==> config.mk <==
export PLATFORM = sky130hd
export DESIGN_NAME = button_gesture_detector
export DESIGN_NICKNAME = d
export VERILOG_FILES = /design/src/bgd_pkg.sv /design/src/button_gesture_detector.sv
export SDC_FILE = /design/constraint.sdc
export NUM_CORES = 1
export LEC_CHECK = 0
export ABC_CLOCK_PERIOD_IN_PS = 6100
export BUFFER_PORTS_ARGS = -buffer_cell sky130_fd_sc_hd__clkbuf_2
export CORE_MARGIN = 2
export CORE_UTILIZATION = 55
export DETAILED_ROUTE_END_ITERATION = 12
export GPL_TIMING_DRIVEN = 0
export MAX_ROUTING_LAYER = met4
export PLACE_DENSITY = 0.88
export SETUP_SLACK_MARGIN = 0.4
export SKIP_CTS_REPAIR_TIMING = 1
export SYNTH_ARGS = -nofsm -noshare
export SYNTH_HDL_FRONTEND = slang
export SYNTH_SLANG_ARGS = --single-unit
==> constraint.sdc <==
create_clock -name i_clk -period 6.1 [get_ports i_clk]
set_clock_uncertainty 0.05 [all_clocks]
set_input_delay 0.915 -clock i_clk [delete_from_list [all_inputs] [get_ports i_clk]]
set_output_delay 0.915 -clock i_clk [all_outputs]
set_load 0.03 [all_outputs]
==> src/bgd_pkg.sv <==
// ----------------------------------------------------------------------------
// bgd_pkg
// Types and constants of the button gesture detector.
// ----------------------------------------------------------------------------
`default_nettype none

package bgd_pkg;

    typedef enum logic [2:0] {
        ST_IDLE            = 3'd0,
        ST_PRESSED         = 3'd1,
        ST_CLICKED         = 3'd2,
        ST_CLICKED_PRESSED = 3'd3,
        ST_DOUBLE_CLICKED  = 3'd4,
        ST_RELEASE_WAIT    = 3'd5
    } t_state;

    typedef enum logic [2:0] {
        EV_CHANGED         = 3'd0,
        EV_PRESS           = 3'd1,
        EV_RELEASE         = 3'd2,
        EV_PRESSED         = 3'd3,
        EV_CLICKED         = 3'd4,
        EV_CLICKED_PRESSED = 3'd5,
        EV_DOUBLE_CLICKED  = 3'd6,
        EV_RELEASED        = 3'd7
    } t_event;

    typedef enum logic [1:0] {
        REG_DEBOUNCE      = 2'd0,
        REG_HOLD          = 2'd1,
        REG_CLICK         = 2'd2,
        REG_PRESSED_LEVEL = 2'd3
    } t_reg_idx;

    typedef struct packed {
        t_event ev;
        logic   last;
    } t_ev_entry;

    localparam logic [15:0] DEBOUNCE_RESET = 16'd30;
    localparam logic [15:0] HOLD_RESET     = 16'd300;
    localparam logic [15:0] CLICK_RESET    = 16'd250;

    // event reported when a deadline runs out in the given state
    function automatic t_event state_event(input t_state st);
        t_event ev;
        ev = EV_PRESSED;
        unique case (st)
            ST_PRESSED:         ev = EV_PRESSED;
            ST_CLICKED:         ev = EV_CLICKED;
            ST_CLICKED_PRESSED: ev = EV_CLICKED_PRESSED;
            ST_DOUBLE_CLICKED:  ev = EV_DOUBLE_CLICKED;
            ST_RELEASE_WAIT:    ev = EV_RELEASED;
            default:            ev = EV_PRESSED;
        endcase
        return ev;
    endfunction

endpackage

`default_nettype wire

==> src/button_gesture_detector.sv <==
// A tick is taken when i_valid and o_ready are high; its events are registered in the queue.
// A tick yields up to three events, drained one per cycle while i_ready is high from a four-entry queue.
// Throughput: one tick per cycle while the queue holds at most one event.
// A tick that leaves more than one event queued holds o_ready low until the queue drains to one.
// Reset (synchronous, active low) restores register defaults, idle state, empty queue.
// ----------------------------------------------------------------------------
// button_gesture_detector
// Debounces a sampled button level and reports click, double click and hold.
// ----------------------------------------------------------------------------
`default_nettype none

module button_gesture_detector #(
    parameter int TIMER_BITS = 16
) (
    input  wire logic        i_clk,
    input  wire logic        i_rst_n,
    // tick channel
    input  wire logic        i_valid,
    output logic             o_ready,
    input  wire logic        i_level,
    // event channel
    output logic             o_valid,
    input  wire logic        i_ready,
    output logic [2:0]       o_event_res,
    output logic             o_last,
    // register port
    input  wire logic        psel,
    input  wire logic        penable,
    input  wire logic        pwrite,
    input  wire logic [3:0]  paddr,
    input  wire logic [31:0] pwdata,
    output logic [31:0]      prdata,
    output logic             pready
);

    localparam logic [TIMER_BITS-1:0] TMAX = '1;
    localparam int QDEPTH = 4;
    localparam int QPTR   = $clog2(QDEPTH);
    localparam int QCNT   = $clog2(QDEPTH + 1);

    // configuration
    logic [15:0] r_debounce;
    logic [15:0] r_hold;
    logic [15:0] r_click;
    logic        r_pressed_level;

    // gesture state
    bgd_pkg::t_state       r_state, n_state;
    logic                  r_deb, n_deb;
    logic                  r_lat, n_lat;
    logic                  r_prev;
    logic [TIMER_BITS-1:0] r_ela, n_ela;
    logic [TIMER_BITS-1:0] r_dl, n_dl;
    logic                  r_armed, n_armed;

    // event queue
    bgd_pkg::t_ev_entry r_q [QDEPTH];
    logic [QPTR-1:0]    r_wr, r_rd;
    logic [QCNT-1:0]    r_count;

    bgd_pkg::t_event ev [3];
    logic [1:0]      ev_cnt;
    logic            cur, latp, accept, pop;

    function automatic logic [TIMER_BITS-1:0] clamp(input logic [15:0] ticks);
        logic [31:0] t32;
        t32 = {16'd0, ticks};
        if (t32 > 32'(TMAX)) begin
            return TMAX;
        end
        return TIMER_BITS'(t32);
    endfunction

    assign pready  = 1'b1;
    assign o_ready = (r_count <= QCNT'(1));
    assign accept  = i_valid && o_ready;
    assign o_valid = (r_count != '0);
    assign pop     = o_valid && i_ready;
    assign o_event_res = r_q[r_rd].ev;
    assign o_last      = r_q[r_rd].last;

    always_comb begin
        unique case (bgd_pkg::t_reg_idx'(paddr[3:2]))
            bgd_pkg::REG_DEBOUNCE:      prdata = {16'd0, r_debounce};
            bgd_pkg::REG_HOLD:          prdata = {16'd0, r_hold};
            bgd_pkg::REG_CLICK:         prdata = {16'd0, r_click};
            bgd_pkg::REG_PRESSED_LEVEL: prdata = {31'd0, r_pressed_level};
            default:                    prdata = '0;
        endcase
    end

    always_ff @(posedge i_clk) begin
        if (!i_rst_n) begin
            r_debounce      <= bgd_pkg::DEBOUNCE_RESET;
            r_hold          <= bgd_pkg::HOLD_RESET;
            r_click         <= bgd_pkg::CLICK_RESET;
            r_pressed_level <= 1'b0;
        end else if (psel && penable && pwrite && pready) begin
            unique case (bgd_pkg::t_reg_idx'(paddr[3:2]))
                bgd_pkg::REG_DEBOUNCE:      r_debounce      <= pwdata[15:0];
                bgd_pkg::REG_HOLD:          r_hold          <= pwdata[15:0];
                bgd_pkg::REG_CLICK:         r_click         <= pwdata[15:0];
                bgd_pkg::REG_PRESSED_LEVEL: r_pressed_level <= pwdata[0];
                default:                    r_pressed_level <= r_pressed_level;
            endcase
        end
    end

    always_comb begin
        n_state = r_state;
        n_deb   = r_deb;
        n_lat   = r_lat;
        n_ela   = r_ela;
        n_dl    = r_dl;
        n_armed = r_armed;
        ev      = '{default: bgd_pkg::EV_CHANGED};
        ev_cnt  = 2'd0;
        cur     = (i_level == r_pressed_level);
        latp    = (r_lat == r_pressed_level);

        // timeout first
        if (r_armed) begin
            if (r_ela != TMAX) begin
                n_ela = r_ela + TIMER_BITS'(1);
            end
            if (n_ela >= r_dl) begin
                n_armed = 1'b0;
                if (r_deb) begin
                    n_deb = 1'b0;
                    unique case (r_state)
                        bgd_pkg::ST_IDLE: begin
                            if (latp && cur) begin
                                n_state = bgd_pkg::ST_PRESSED;
                                ev[0] = bgd_pkg::EV_PRESS;
                                ev_cnt = 2'd1;
                                n_dl = clamp(r_hold);
                                n_armed = 1'b1;
                            end else if (latp) begin
                                n_state = bgd_pkg::ST_CLICKED;
                                ev[0] = bgd_pkg::EV_PRESS;
                                ev[1] = bgd_pkg::EV_RELEASE;
                                ev_cnt = 2'd2;
                                n_dl = clamp(r_click);
                                n_armed = 1'b1;
                            end
                        end
                        bgd_pkg::ST_PRESSED: begin
                            if (!cur) begin
                                n_state = bgd_pkg::ST_CLICKED;
                                ev[0] = bgd_pkg::EV_RELEASE;
                                ev_cnt = 2'd1;
                                n_dl = clamp(r_click);
                                n_armed = 1'b1;
                            end else if (!latp) begin
                                n_state = bgd_pkg::ST_CLICKED_PRESSED;
                                ev[0] = bgd_pkg::EV_RELEASE;
                                ev[1] = bgd_pkg::EV_PRESS;
                                ev_cnt = 2'd2;
                                n_dl = clamp(r_hold);
                                n_armed = 1'b1;
                            end else begin
                                n_state = bgd_pkg::ST_IDLE;
                            end
                        end
                        bgd_pkg::ST_CLICKED: begin
                            if (cur) begin
                                n_state = bgd_pkg::ST_CLICKED_PRESSED;
                                ev[0] = bgd_pkg::EV_PRESS;
                                ev_cnt = 2'd1;
                                n_dl = clamp(r_hold);
                                n_armed = 1'b1;
                            end else if (latp) begin
                                n_state = bgd_pkg::ST_DOUBLE_CLICKED;
                                ev[0] = bgd_pkg::EV_PRESS;
                                ev[1] = bgd_pkg::EV_RELEASE;
                                ev_cnt = 2'd2;
                                n_dl = clamp(r_click);
                                n_armed = 1'b1;
                            end else begin
                                n_state = bgd_pkg::ST_IDLE;
                            end
                        end
                        bgd_pkg::ST_CLICKED_PRESSED: begin
                            if (!cur) begin
                                n_state = bgd_pkg::ST_IDLE;
                                ev[0] = bgd_pkg::EV_RELEASE;
                                ev[1] = bgd_pkg::EV_DOUBLE_CLICKED;
                                ev_cnt = 2'd2;
                            end else begin
                                n_state = bgd_pkg::ST_RELEASE_WAIT;
                                ev[0] = bgd_pkg::EV_CLICKED_PRESSED;
                                ev_cnt = 2'd1;
                            end
                        end
                        default: begin
                            ev[0] = bgd_pkg::state_event(r_state);
                            ev_cnt = 2'd1;
                            n_state = bgd_pkg::ST_IDLE;
                        end
                    endcase
                end else begin
                    if (r_state != bgd_pkg::ST_IDLE) begin
                        ev[0] = bgd_pkg::state_event(r_state);
                        ev_cnt = 2'd1;
                    end
                    if (r_state == bgd_pkg::ST_PRESSED
                            || r_state == bgd_pkg::ST_CLICKED_PRESSED) begin
                        n_state = bgd_pkg::ST_RELEASE_WAIT;
                    end else begin
                        n_state = bgd_pkg::ST_IDLE;
                    end
                end
            end
        end

        // edge outside a debounce window opens one
        if (!n_deb && (i_level != r_prev)) begin
            n_deb   = 1'b1;
            n_lat   = i_level;
            n_ela   = '0;
            n_dl    = clamp(r_debounce);
            n_armed = 1'b1;
            ev[ev_cnt] = bgd_pkg::EV_CHANGED;
            ev_cnt  = ev_cnt + 2'd1;
        end
    end

    always_ff @(posedge i_clk) begin
        if (!i_rst_n) begin
            r_state <= bgd_pkg::ST_IDLE;
            r_deb   <= 1'b0;
            r_lat   <= 1'b1;
            r_prev  <= 1'b1;
            r_ela   <= '0;
            r_dl    <= '0;
            r_armed <= 1'b0;
        end else if (accept) begin
            r_state <= n_state;
            r_deb   <= n_deb;
            r_lat   <= n_lat;
            r_prev  <= i_level;
            r_ela   <= n_ela;
            r_dl    <= n_dl;
            r_armed <= n_armed;
        end
    end

    // queue pointers and fill count
    always_ff @(posedge i_clk) begin
        if (!i_rst_n) begin
            r_wr    <= '0;
            r_rd    <= '0;
            r_count <= '0;
        end else begin
            if (accept) begin
                r_wr <= r_wr + QPTR'(ev_cnt);
            end
            if (pop) begin
                r_rd <= r_rd + QPTR'(1);
            end
            r_count <= r_count + (accept ? QCNT'(ev_cnt) : QCNT'(0))
                       - (pop ? QCNT'(1) : QCNT'(0));
        end
    end

    // queue payload, last flag on the final event of the tick
    always_ff @(posedge i_clk) begin
        if (accept) begin
            for (int k = 0; k < 3; k++) begin
                if (2'(k) < ev_cnt) begin
                    r_q[r_wr + QPTR'(k)] <= '{ev: ev[k], last: (2'(k) == ev_cnt - 2'd1)};
                end
            end
        end
    end

endmodule

`default_nettype wire

======== Word-level counts from Yosys, hierarchy flattened ========
Memory sizes are Yosys's and may differ from the RTL's. A register that Yosys moved wholly into a read port is not among the register bits.
Cells that the tools add are included.
storage, ports and cells
  input bits .............................. 44
  RAM bits ................................ 16
  word-level logic and storage cells ...... 161
  memories kept ........................... 1
  bits in read-only memories .............. 0
  register bits ........................... 95
  output and inout bits ................... 39
  latch bits .............................. 0
cells by class
  shifts and indexed selects .............. 0
  bitwise operators ....................... 3
  add/sub/neg operators ................... 9
  $lt $le $gt $ge ......................... 7
  reduce and logical (&&, ||, !) cells .... 26
  div/mod/pow operators ................... 0
  eq/ne operators ......................... 16
  muxes and demuxes ....................... 85
  multiply operators ...................... 0
memories
  name  depth  width  read ports  clocked after Yosys merged registers in  write ports  line                           RTL
  r_q   4      4      1           1                                        3            button_gesture_detector.sv:57  bgd_pkg::t_ev_entry r_q [QDEPTH];
operators with widths
  kind                                                                    count
  16-bit two-way mux                                                      13
  32-bit case mux with 4 select lines                                     1
  3-bit two-way mux                                                       19
  16-bit case mux with 3 select lines                                     1
  3-bit case mux with 4 select lines                                      4
  2-bit two-way mux                                                       15
  1-bit two-way mux                                                       23
  16-bit by 1-bit adder with 16-bit output (second input constant)        1
  16-bit greater-or-equal comparator                                      1
  16-bit != test (second input constant)                                  1
  6-bit two-way mux                                                       2
  2-bit AND reduction                                                     6
  9-bit bitwise AND                                                       1
  9-bit two-way mux                                                       1
  9-bit inverter                                                          1
  2-bit case mux with 4 select lines                                      1
  1-bit logical AND                                                       7
  2-bit by 1-bit adder with 2-bit output (second input constant)          3
  3-bit demux with 2-bit select                                           1
  3-bit by 2-bit equality test with 1-bit output (second input constant)  2
  3-bit equality test (second input constant)                             2
  3-bit case mux with 2 select lines                                      1
  6-bit AND reduction                                                     1
  2-bit nonzero test                                                      3
  30 further kinds                                                        35

======== Depth between registers and ports, before layout ========
Gate-level depths: netlist of run 1.
  depth in word-level cells ............... 15
  gate-level depth with buffers ........... 24
  mapped depth without buffers ............ 23

======== Worst setup path before layout of run 1 ========
OpenSTA, ideal clock, no wires.
  path type ............................... reg2reg
  start ................................... reg r_ela[3]
  end ..................................... reg r_count[2]
  setup time .............................. 0.128 ns
  cell stages (with the launch flop) ...... 23
  clock period less this slack ............ 5.216 ns
  arrival ................................. 5.039 ns
  setup slack ............................. 0.884 ns
  path through ............................ dfxtp_1 > clkbuf_1 > and4_1 > and4_1 > and3_1 > nand3_1 > nor2_1 > mux2_2 > ha_1 > nand4_2 > or4_4 > o31ai_4 > o21ai_1 > ha_1 > inv_1 > a2bb2oi_1 > nor2_1 > inv_1 > ha_1 > fa_1 > xnor2_1 > xnor2_1 > nor2_1
between the ends
  word-level cells in the longest chain between the ends .. 12
RTL lines
  what                                                                                            line                                                            RTL
  start, declared                                                                                 button_gesture_detector.sv:52                                   logic [TIMER_BITS-1:0] r_ela, n_ela;
  start signal, assigned                                                                          button_gesture_detector.sv:242                                  r_ela <= n_ela;
  16-bit by 1-bit adder with 16-bit output or 16-bit != test (tied branches)                      button_gesture_detector.sv:124, button_gesture_detector.sv:123
  16-bit two-way mux (*)                                                                          button_gesture_detector.sv:123                                  if (r_ela != TMAX) begin
  16-bit two-way mux (*)                                                                          button_gesture_detector.sv:122                                  if (r_armed) begin
  16-bit greater-or-equal comparator (*)                                                          button_gesture_detector.sv:126                                  if (n_ela >= r_dl) begin
  parallel branches: the longest is 4 deep, another holds 2-bit by 1-bit adder with 2-bit output  n/a
  2-bit two-way mux (*)                                                                           button_gesture_detector.sv:217                                  if (!n_deb && (i_level != r_prev)) begin
  2-bit two-way mux (*)                                                                           button_gesture_detector.sv:261                                  r_count <= r_count + (accept ? QCNT'(ev_cnt) : QCNT'(0))
  3-bit by 2-bit adder with 3-bit output (*)                                                      button_gesture_detector.sv:261
  3-bit by 1-bit subtractor with 3-bit output (*)                                                 button_gesture_detector.sv:262                                  - (pop ? QCNT'(1) : QCNT'(0));
  end signal, assigned                                                                            button_gesture_detector.sv:261
  end, declared                                                                                   button_gesture_detector.sv:59                                   logic [QCNT-1:0] r_count;
Mark *: on every way between the ends. The select of a mux whose other input is x is not followed.
A chain may end at the register's enable or synchronous reset.

======== Worst setup path in the final report of run 1 ========
Ends and elaborated chain as after synthesis.

==> impl_metrics.tcl, run 1 <==
set metrics [dict create \
    placed_cells 1127 \
    synth_fa_ha_area_share_pct 4.95 \
    synth_cells 899 \
    post-place-ws_ns 0.174 \
    ios 83 \
    clk_path_buf_depth 2 \
    ir_drop_mv 0.221 \
    drtIter0Drc 875 \
    avgSynthCellArea_sq_um 7.59 \
    mostFrequentLayoutCell "nand2_1" \
    multi_input_area_sq_um 4170 \
    grt_pass1_wl_mm 30.5 \
    cts_tree "yes" \
    wl_mm 19.4 \
    std_cell_rows 40 \
    synth_edf_count 4 \
    critical_path_class "flip-flop to flip-flop" \
    crit_path_cell_trace "clkbuf_4 > and4_4 > and4_2 > and3_4 > nor2b_1 > clkbuf_2 > and2_1 > xor2_1 > ha_1 > nand4_1 > or4_4 > o31ai_4 > o21ai_2 > ha_1 > inv_2 > a2bb2oi_4 > nor2_4 > inv_1 > ha_1 > fa_1 > xnor2_1 > xnor2_1 > nor2_1" \
    overflow 0 \
    status "completed" \
    nFillCells 980 \
    slew_headroom_pct 34.9 \
    hold_path.class "flip-flop to flip-flop" \
    placed_area_sq_um 7310 \
    core_area_sq_um 12100 \
    drc_errors 0 \
    synth_area_sq_um 6820 \
    synth_warnings 0 \
    final_cells 1161 \
    post-route-period-util_pct 90.9 \
    cp_slowest_cell "or4_4" \
    via_per_inst 6.00 \
    grt_usage_pct 30.0 \
    ant_nets 0 \
    finalPower_w 0.00274 \
    synth.area.mux_share_pct 6.07 \
    reg2reg_depth 23 \
    fin_nets 1048 \
    cp_num_buf_inv 4 \
    finalHoldViolCount 0 \
    antenna_cells 0 \
    critical_path.top_delay_family "simple AND/OR/NAND/NOR gates" \
    io_buffers 45 \
    cp-end-kind "flip-flop" \
    yosysSeqAreaShare_pct 33.7 \
    drv_slew 0 \
    synth_seq_cells 113 \
    clk_latency_ns 0.42 \
    grt_antenna_before_repair 0 \
    cp_common_cell "ha_1" \
    seqCellArea_sq_um 2300 \
    layout_common_cells "nand2_1 (160), dfxtp_1 (108), a21oi_1 (87)" \
    critPathMaxStageDelay_ns 0.58 \
    clk_pin_slew_worst_paths_ns 0.05 \
    ys_types 68 \
    die_h_um 115 \
    cts_num_sinks 113 \
    setup_viol 0 \
    routabilityCongestion 0.968 \
    async_flop_share_pct 0 \
    dpl.hpwl_mm 13.5 \
    p_leak_nw 3.21 \
    crit_required_ns 6.34 \
    rsz0062_at_grt "no" \
    drv_cap 0 \
    period_needed_ns 5.54 \
    htree_levels 4 \
    final_area_sq_um 8040 \
    fin_tns_setup_ns 0 \
    avgRoutedWirePerCell_um 16.7 \
    fin_ws_ns 0.556 \
    min_path_cells 2 \
    die-width_um 115 \
    worstPathArrival_ns 5.78 \
    drive_gt1_share_pct 14.7 \
    numCtsBuffers 17 \
    initial_core_util_pct 56.6 \
    yosys.area_share.simple_pct 24.8 \
    crit_fanout 8 \
    crit_cells 23 \
    synth_top_family_by_area "simple AND/OR/NAND/NOR gates" \
    die-area_sq_um 13300 \
    area_growth_pct 17.8 \
    num_vias 6965 \
    grt_pass1_vias 6233 \
    critPathLaunchType "flip-flop" \
    synthXorXnorAreaFrac_pct 2.95 \
    tightest_slew_ns 0.969 \
    synthFlopType "dfxtp_1" \
    powerDensity_nw_per_um2 341 \
    synth_compound_area_share_pct 20.5 \
    max_clock_freq_mhz 180 \
    grt_max_degree 17 \
    cts_root_buf "clkbuf_16" \
    first_pass_iters 6 \
]
-- state kept, by name (all words and copies together), names as in the netlist, 2 cells and up, named ones only --
signal / flops
r_click: 16
r_debounce: 16
r_dl: 16
r_ela: 16
r_hold: 16
r_q: 16
r_count: 3
r_state: 3
r_rd: 2
r_wr: 2
-- area by class of cell --
type | count | share of cell area (%)
Multi-Input combinational cell | 695 | 51.9
Sequential cell | 113 | 28.7
Clock buffer | 21 | 5.98
Buffer | 79 | 4.73
Timing Repair Buffer | 47 | 2.99
Tap cell | 168 | 2.62
Clock inverter | 11 | 1.87
Inverter | 27 | 1.26
-- layer usage --
metal | track usage, % | wire length [um] | vias up
met2 | 46.4 | 9140 | 418
met5 | - | 0 | -
met4 | 11.2 | 482 | 0
li1 | - | - | 3292
met1 | 38.4 | 8010 | 3198
met3 | 6.80 | 1810 | 57
-- per-stage QoR --
step                      hold WS, ns  utilization [%]
after CTS                       0.419             65.9
after global routing            0.440             66.6
after global placement          0.408             60.6
final                           0.424             66.6
after detailed placement        0.411             60.6
after floorplan                 0.391                -
-- cell usage after synthesis, types with 7 or more instances --
cell / n / share of area (%)
and2_1: 8 / 0.73
and3_1: 9 / 0.83
nor2_1: 81 / 4.5
nand3_1: 35 / 2.6
a21o_1: 7 / 0.77
a21oi_1: 87 / 6.4
or3_1: 7 / 0.64
buf_4: 18 / 2.0
clkbuf_1: 48 / 2.6
a22oi_1: 8 / 0.88
o21ai_0: 40 / 2.9
nand2_1: 160 / 8.8
inv_1: 26 / 1.4
nor3_1: 31 / 2.3
buf_2: 7 / 0.51
nand2b_1: 8 / 0.73
o22ai_1: 15 / 1.4
xnor2_1: 11 / 1.4
mux2i_1: 20 / 2.9
a211oi_1: 20 / 2.2
xor2_1: 12 / 1.5
dfxtp_1: 109 / 32
ha_1: 23 / 4.2
-- report_power, final --
group	internal [W]	switching, W
Combinational	0.000304	0.000522
Sequential	0.000810	0.0000575
Clock	0.000687	0.000364
-- kinds of logic (layout without fill, tap and decap cells) --
family,count (synthesis),in the layout
muxes,33,33
DFF,113,113
and+or+nand+nor,373,373
buffers and inverters,106,185
other,2,17
xor gates and xnor gates,23,23
adders and majority gates,27,27
AOI/OAI and AO/OA,222,222
-- worst paths after layout --
path | start | end | slack, ns
min | r_click[0] | r_click[0] | 0.42
max | r_ela[3] | r_count[2] | 0.56
min reg2reg | r_click[0] | r_click[0] | 0.42
max reg2reg | r_ela[3] | r_count[2] | 0.56
-- worst register-to-register path: cells and delay by family (launching register included) --
family,cells,cell delay [ns]
flops,1,0.33
buf+inv,4,0.53
xor+xnor,3,0.47
simple gates,9,1.84
compound gates,3,0.81
fa+ha+maj,4,1.38
No activity file was read; power rests on OpenSTA's default activity.
==> run 2: changes to the inputs <==
--- a/config.mk
+++ b/config.mk
@@ -6,7 +6,7 @@
 export NUM_CORES = 1
 export LEC_CHECK = 0
 export ABC_CLOCK_PERIOD_IN_PS = 6100
-export BUFFER_PORTS_ARGS = -buffer_cell sky130_fd_sc_hd__clkbuf_2
+export BUFFER_PORTS_ARGS = -buffer_cell sky130_fd_sc_hd__buf_2
 export CORE_MARGIN = 2
 export CORE_UTILIZATION = 55
 export DETAILED_ROUTE_END_ITERATION = 12
==> impl_metrics.tcl, run 2 (synthesis results as in run 1) <==
set metrics [dict create \
    post-route-period-util_pct 90.4 \
    clk_path_buf_depth 2 \
    first_pass_iters 6 \
    mostFrequentLayoutCell "nand2_1" \
    core_area_sq_um 12100 \
    crit_fanout 8 \
    ios 83 \
    die_h_um 115 \
    worstPathArrival_ns 5.75 \
    io_buffers 45 \
    setup_viol 0 \
    drive_gt1_share_pct 14.4 \
    drc_errors 0 \
    final_cells 1160 \
    die-width_um 115 \
    cts_tree "yes" \
    ant_nets 0 \
    std_cell_rows 40 \
    cp-end-kind "flip-flop" \
    p_leak_nw 3.21 \
    grt_max_degree 17 \
    htree_levels 4 \
    wl_mm 19.6 \
    layout_common_cells "nand2_1 (160), dfxtp_1 (108), a21oi_1 (87)" \
    drv_cap 0 \
    grt_pass1_vias 6254 \
    hold_path.class "flip-flop to flip-flop" \
    cts_root_buf "clkbuf_16" \
    powerDensity_nw_per_um2 342 \
    antenna_cells 0 \
    initial_core_util_pct 56.6 \
    clk_latency_ns 0.42 \
    fin_nets 1047 \
    slew_headroom_pct 32.7 \
    status "completed" \
    die-area_sq_um 13300 \
    critical_path_class "flip-flop to flip-flop" \
    numCtsBuffers 17 \
    grt-busiest-layer "met2" \
    multi_input_area_sq_um 4170 \
    placed_cells 1127 \
    grt_pass1_wl_mm 31.1 \
    num_vias 7071 \
    overflow 0 \
    rsz0062_at_grt "no" \
    routabilityCongestion 0.970 \
    area_growth_pct 17.6 \
    drv_slew 0 \
    cts_num_sinks 113 \
    crit_required_ns 6.34 \
    fin_tns_setup_ns 0 \
    max_clock_freq_mhz 181 \
    clk_pin_slew_worst_paths_ns 0.05 \
    via_per_inst 6.10 \
    grtUsageMet3_pct 6.38 \
    seqCellArea_sq_um 2300 \
    dpl.hpwl_mm 13.5 \
    tightest_slew_ns 1.00 \
    period_needed_ns 5.51 \
    avgRoutedWirePerCell_um 16.9 \
    drtIter0Drc 862 \
    nFillCells 974 \
    critPathLaunchType "flip-flop" \
    finalHoldViolCount 0 \
    grt_antenna_before_repair 0 \
    met2_usage_pct 47.4 \
    ir_drop_mv 0.216 \
    grt_usage_pct 30.5 \
    use_met1_pct 38.4 \
]
-- run 2: changes by cell type in the layout (fill, tap and decap cells not counted), sizes merged --
cell    before  now
buf         32   76
clkbuf     115   70
clkinv       3    4
inv         29   28
-- run 2: power breakdown --
group,switching [W],internal (W)
sequential,0.0000584,0.000810
combinational,0.000533,0.000296
clock,0.000359,0.000689
-- run 2: path summary, 6_finish.rpt --
check,to,start,slack (ns),depth (start not counted)
worst min register to register,r_click[12],r_click[12],0.42,2
worst max-delay path,r_count[2],r_ela[3],0.59,23
worst max register to register,r_count[2],r_ela[3],0.59,23
worst min-delay path,r_click[12],r_click[12],0.42,2
-- run 2: layout make-up --
type / instances / share of cell area, %
Tap cell: 168 / 2.62
Clock inverter: 11 / 1.86
Multi-Input combinational cell: 695 / 51.9
Sequential cell: 113 / 28.7
Inverter: 27 / 1.26
Clock buffer: 21 / 6.00
Timing Repair Buffer: 46 / 2.90
Buffer: 79 / 4.74
-- run 2: critical path, stage by stage (launching register included) --
cell,delay (ns)
dfxtp_1,0.31
clkbuf_4,0.18
and4_4,0.23
and4_1,0.26
and3_4,0.22
nand3_2,0.14
nor2_1,0.14
mux2_2,0.37
ha_1,0.31
nand4_2,0.13
or4_4,0.58
o31ai_4,0.34
o21ai_4,0.15
nor2b_2,0.15
ha_1,0.26
inv_2,0.10
a2bb2oi_4,0.10
nor2_4,0.13
inv_1,0.09
ha_1,0.31
fa_1,0.44
xnor2_1,0.18
xnor2_1,0.14
nor2_1,0.05
-- run 2: per-layer routing --
metal  up-vias  wire length, um
li1       3287                -
met1      3281             7850
met2       445             9310
met3        58             1950
met4         0              530
met5         -                0
-- run 2: per-stage QoR --
step                area (sq um)  power, W  hold WS (ns)  utilization, %  worst slack (ns)
floorplan                   6880   0.00146         0.391               -             0.884
global placement            7310   0.00163         0.409            60.6             0.271
detailed placement          7310   0.00165         0.413            60.6             0.186
CTS                         7950   0.00270         0.421            65.9            0.0946
global route                8020   0.00285         0.438            66.5             0.403
finish                      8020   0.00275         0.420            66.5             0.586
==> run 3: changes to the inputs <==
--- a/config.mk
+++ b/config.mk
@@ -12,7 +12,7 @@
 export DETAILED_ROUTE_END_ITERATION = 12
 export GPL_TIMING_DRIVEN = 0
 export MAX_ROUTING_LAYER = met4
-export PLACE_DENSITY = 0.88
+export PLACE_DENSITY = 0.84
 export SETUP_SLACK_MARGIN = 0.4
 export SKIP_CTS_REPAIR_TIMING = 1
 export SYNTH_ARGS = -nofsm -noshare
==> impl_metrics.tcl, run 3 (synthesis results as in run 1) <==
set metrics [dict create \
    ant_nets 0 \
    core_area_sq_um 12100 \
    r2r-end "r_count[2]" \
    drv_cap 0 \
    cp-end-kind "flip-flop" \
    grt_max_degree 17 \
    critPathMaxStageDelay_ns 0.57 \
    antenna_cells 0 \
    grtUsageMet3_pct 6.43 \
    die_h_um 115 \
    drv_slew 0 \
    powerDensity_nw_per_um2 335 \
    hold_path.class "flip-flop to flip-flop" \
    grt_pass1_vias 6033 \
    p_leak_nw 3.22 \
    worstPathArrival_ns 5.63 \
    first_pass_iters 6 \
    critical_path_class "flip-flop to flip-flop" \
    hold_end "r_click[12]" \
    routabilityCongestion 0.936 \
    ir_drop_mv 0.178 \
    met2_usage_pct 44.7 \
    via_per_inst 5.91 \
    num_vias 6863 \
    ios 83 \
    setup_viol 0 \
    initial_core_util_pct 56.6 \
    clk_path_buf_depth 2 \
    htree_levels 4 \
    reg2reg_depth 23 \
    grt_pass1_wl_mm 29.9 \
    finalHoldViolCount 0 \
    cts_num_sinks 113 \
    use_met1_pct 38.4 \
    cp_common_cell "ha_1" \
    layout_common_cells "nand2_1 (160), dfxtp_1 (108), a21oi_1 (87)" \
    drtIter0Drc 774 \
    r2r_start "r_ela[3]" \
    drive_gt1_share_pct 14.8 \
    crit_path_cell_trace "clkbuf_4 > and4_4 > and4_2 > and3_4 > nand3_2 > nor2_2 > mux2_2 > ha_1 > nand4_2 > or4_4 > o31ai_4 > o21ai_4 > nor2b_2 > ha_1 > inv_2 > a2bb2oi_4 > nor2_4 > inv_1 > ha_1 > fa_1 > xnor2_2 > xnor2_1 > nor2_1" \
    fin_nets 1050 \
    area_growth_pct 17.6 \
    status "completed" \
    nFillCells 991 \
    avgRoutedWirePerCell_um 16.2 \
    numCtsBuffers 17 \
    die-width_um 115 \
    grt_antenna_before_repair 0 \
    combPwrFrac_pct 30.5 \
    tightest_slew_ns 1.10 \
    critPathLaunchType "flip-flop" \
    std_cell_rows 40 \
    crit_required_ns 6.35 \
    worst_hold_slack_ns 0.422 \
    fin_tns_setup_ns 0 \
    cts_tree "yes" \
    io_buffers 45 \
    period_needed_ns 5.38 \
    dpl.hpwl_mm 13.3 \
    p_sw_w 0.000917 \
    clock_power_share_pct 37.2 \
    wl_mm 18.8 \
    worstHoldStart "r_click[12]" \
    slew_headroom_pct 25.8 \
    die-area_sq_um 13300 \
    p_seq_share_pct 32.3 \
    max_clock_freq_mhz 186 \
    crit_fanout 8 \
    clk_pin_slew_worst_paths_ns 0.05 \
    power.internal_w 0.00177 \
    overflow 0 \
    grt_usage_pct 29.8 \
    r2r_slack_ns 0.72 \
    min_path_cells 2 \
    cp_slowest_cell "or4_4" \
    swShare_pct 34.1 \
    cts_root_buf "clkbuf_16" \
    clk_latency_ns 0.43 \
    post-route-period-util_pct 88.2 \
    mostFrequentLayoutCell "nand2_1" \
    grt-busiest-layer "met2" \
    drc_errors 0 \
    rsz0062_at_grt "no" \
]
-- run 3: layer usage --
layer	share of wire (%)	vias to the layer above
li1	-	3289
met1	43	3188
met2	46	342
met3	9.1	44
met4	2.1	0
met5	0	-
-- run 3: stage by stage --
step	cell area [sq um]	utilization, %	power [W]	setup slack, ns	cells
after global placement	7310	60.6	0.00163	0.266	1127
after global routing	8020	66.5	0.00282	0.434	1161
after CTS	7910	65.5	0.00265	0.136	1157
after detailed placement	7310	60.6	0.00165	0.171	1127
final	8020	66.5	0.00269	0.717	1161
after floorplan	6880	-	0.00146	0.884	914
-- run 3: layout make-up --
cell class,count,area (sq um),share of cell area (%)
clock inverter,10,135,1.68
buffer,79,380,4.74
sequential,113,2300,28.7
clock buffer,20,457,5.69
multi-input combinational,695,4180,52.1
tap,168,210,2.62
inverter,27,101,1.26
timing repair buffer,49,255,3.18
-- run 3: worst max-delay path: cells and delay by family (launching register included) --
| family | cells | cell delay (ns) |
|---|---|---|
| simple gates | 10 | 1.99 |
| mux | 1 | 0.37 |
| fa+ha+maj | 4 | 1.32 |
| xor+xnor | 2 | 0.29 |
| flops | 1 | 0.31 |
| compound gates | 3 | 0.57 |
| buf+inv | 3 | 0.34 |
-- run 3: power groups by stage --
stage | registers (W) | logic (W) | clock network, W
final | 0.000869 | 0.000820 | 0.00100
after global routing | 0.000874 | 0.000903 | 0.00104
after CTS | 0.000866 | 0.000776 | 0.00101
after detailed placement | 0.000881 | 0.000768 | 0
after global placement | 0.000879 | 0.000750 | 0
after floorplan | 0.000861 | 0.000600 | 0
-- run 3: worst max path at each step --
stage,endpoint,start,depth (start not counted),slack (ns)
final,r_count[2],r_ela[3],23,0.72
after global routing,r_count[2],r_ela[3],23,0.43
after CTS,r_count[2],r_ela[3],23,0.14
after detailed placement,r_count[2],r_ela[3],24,0.17
after global placement,r_count[2],r_ela[3],22,0.27
after floorplan,r_count[2],r_ela[3],22,0.88
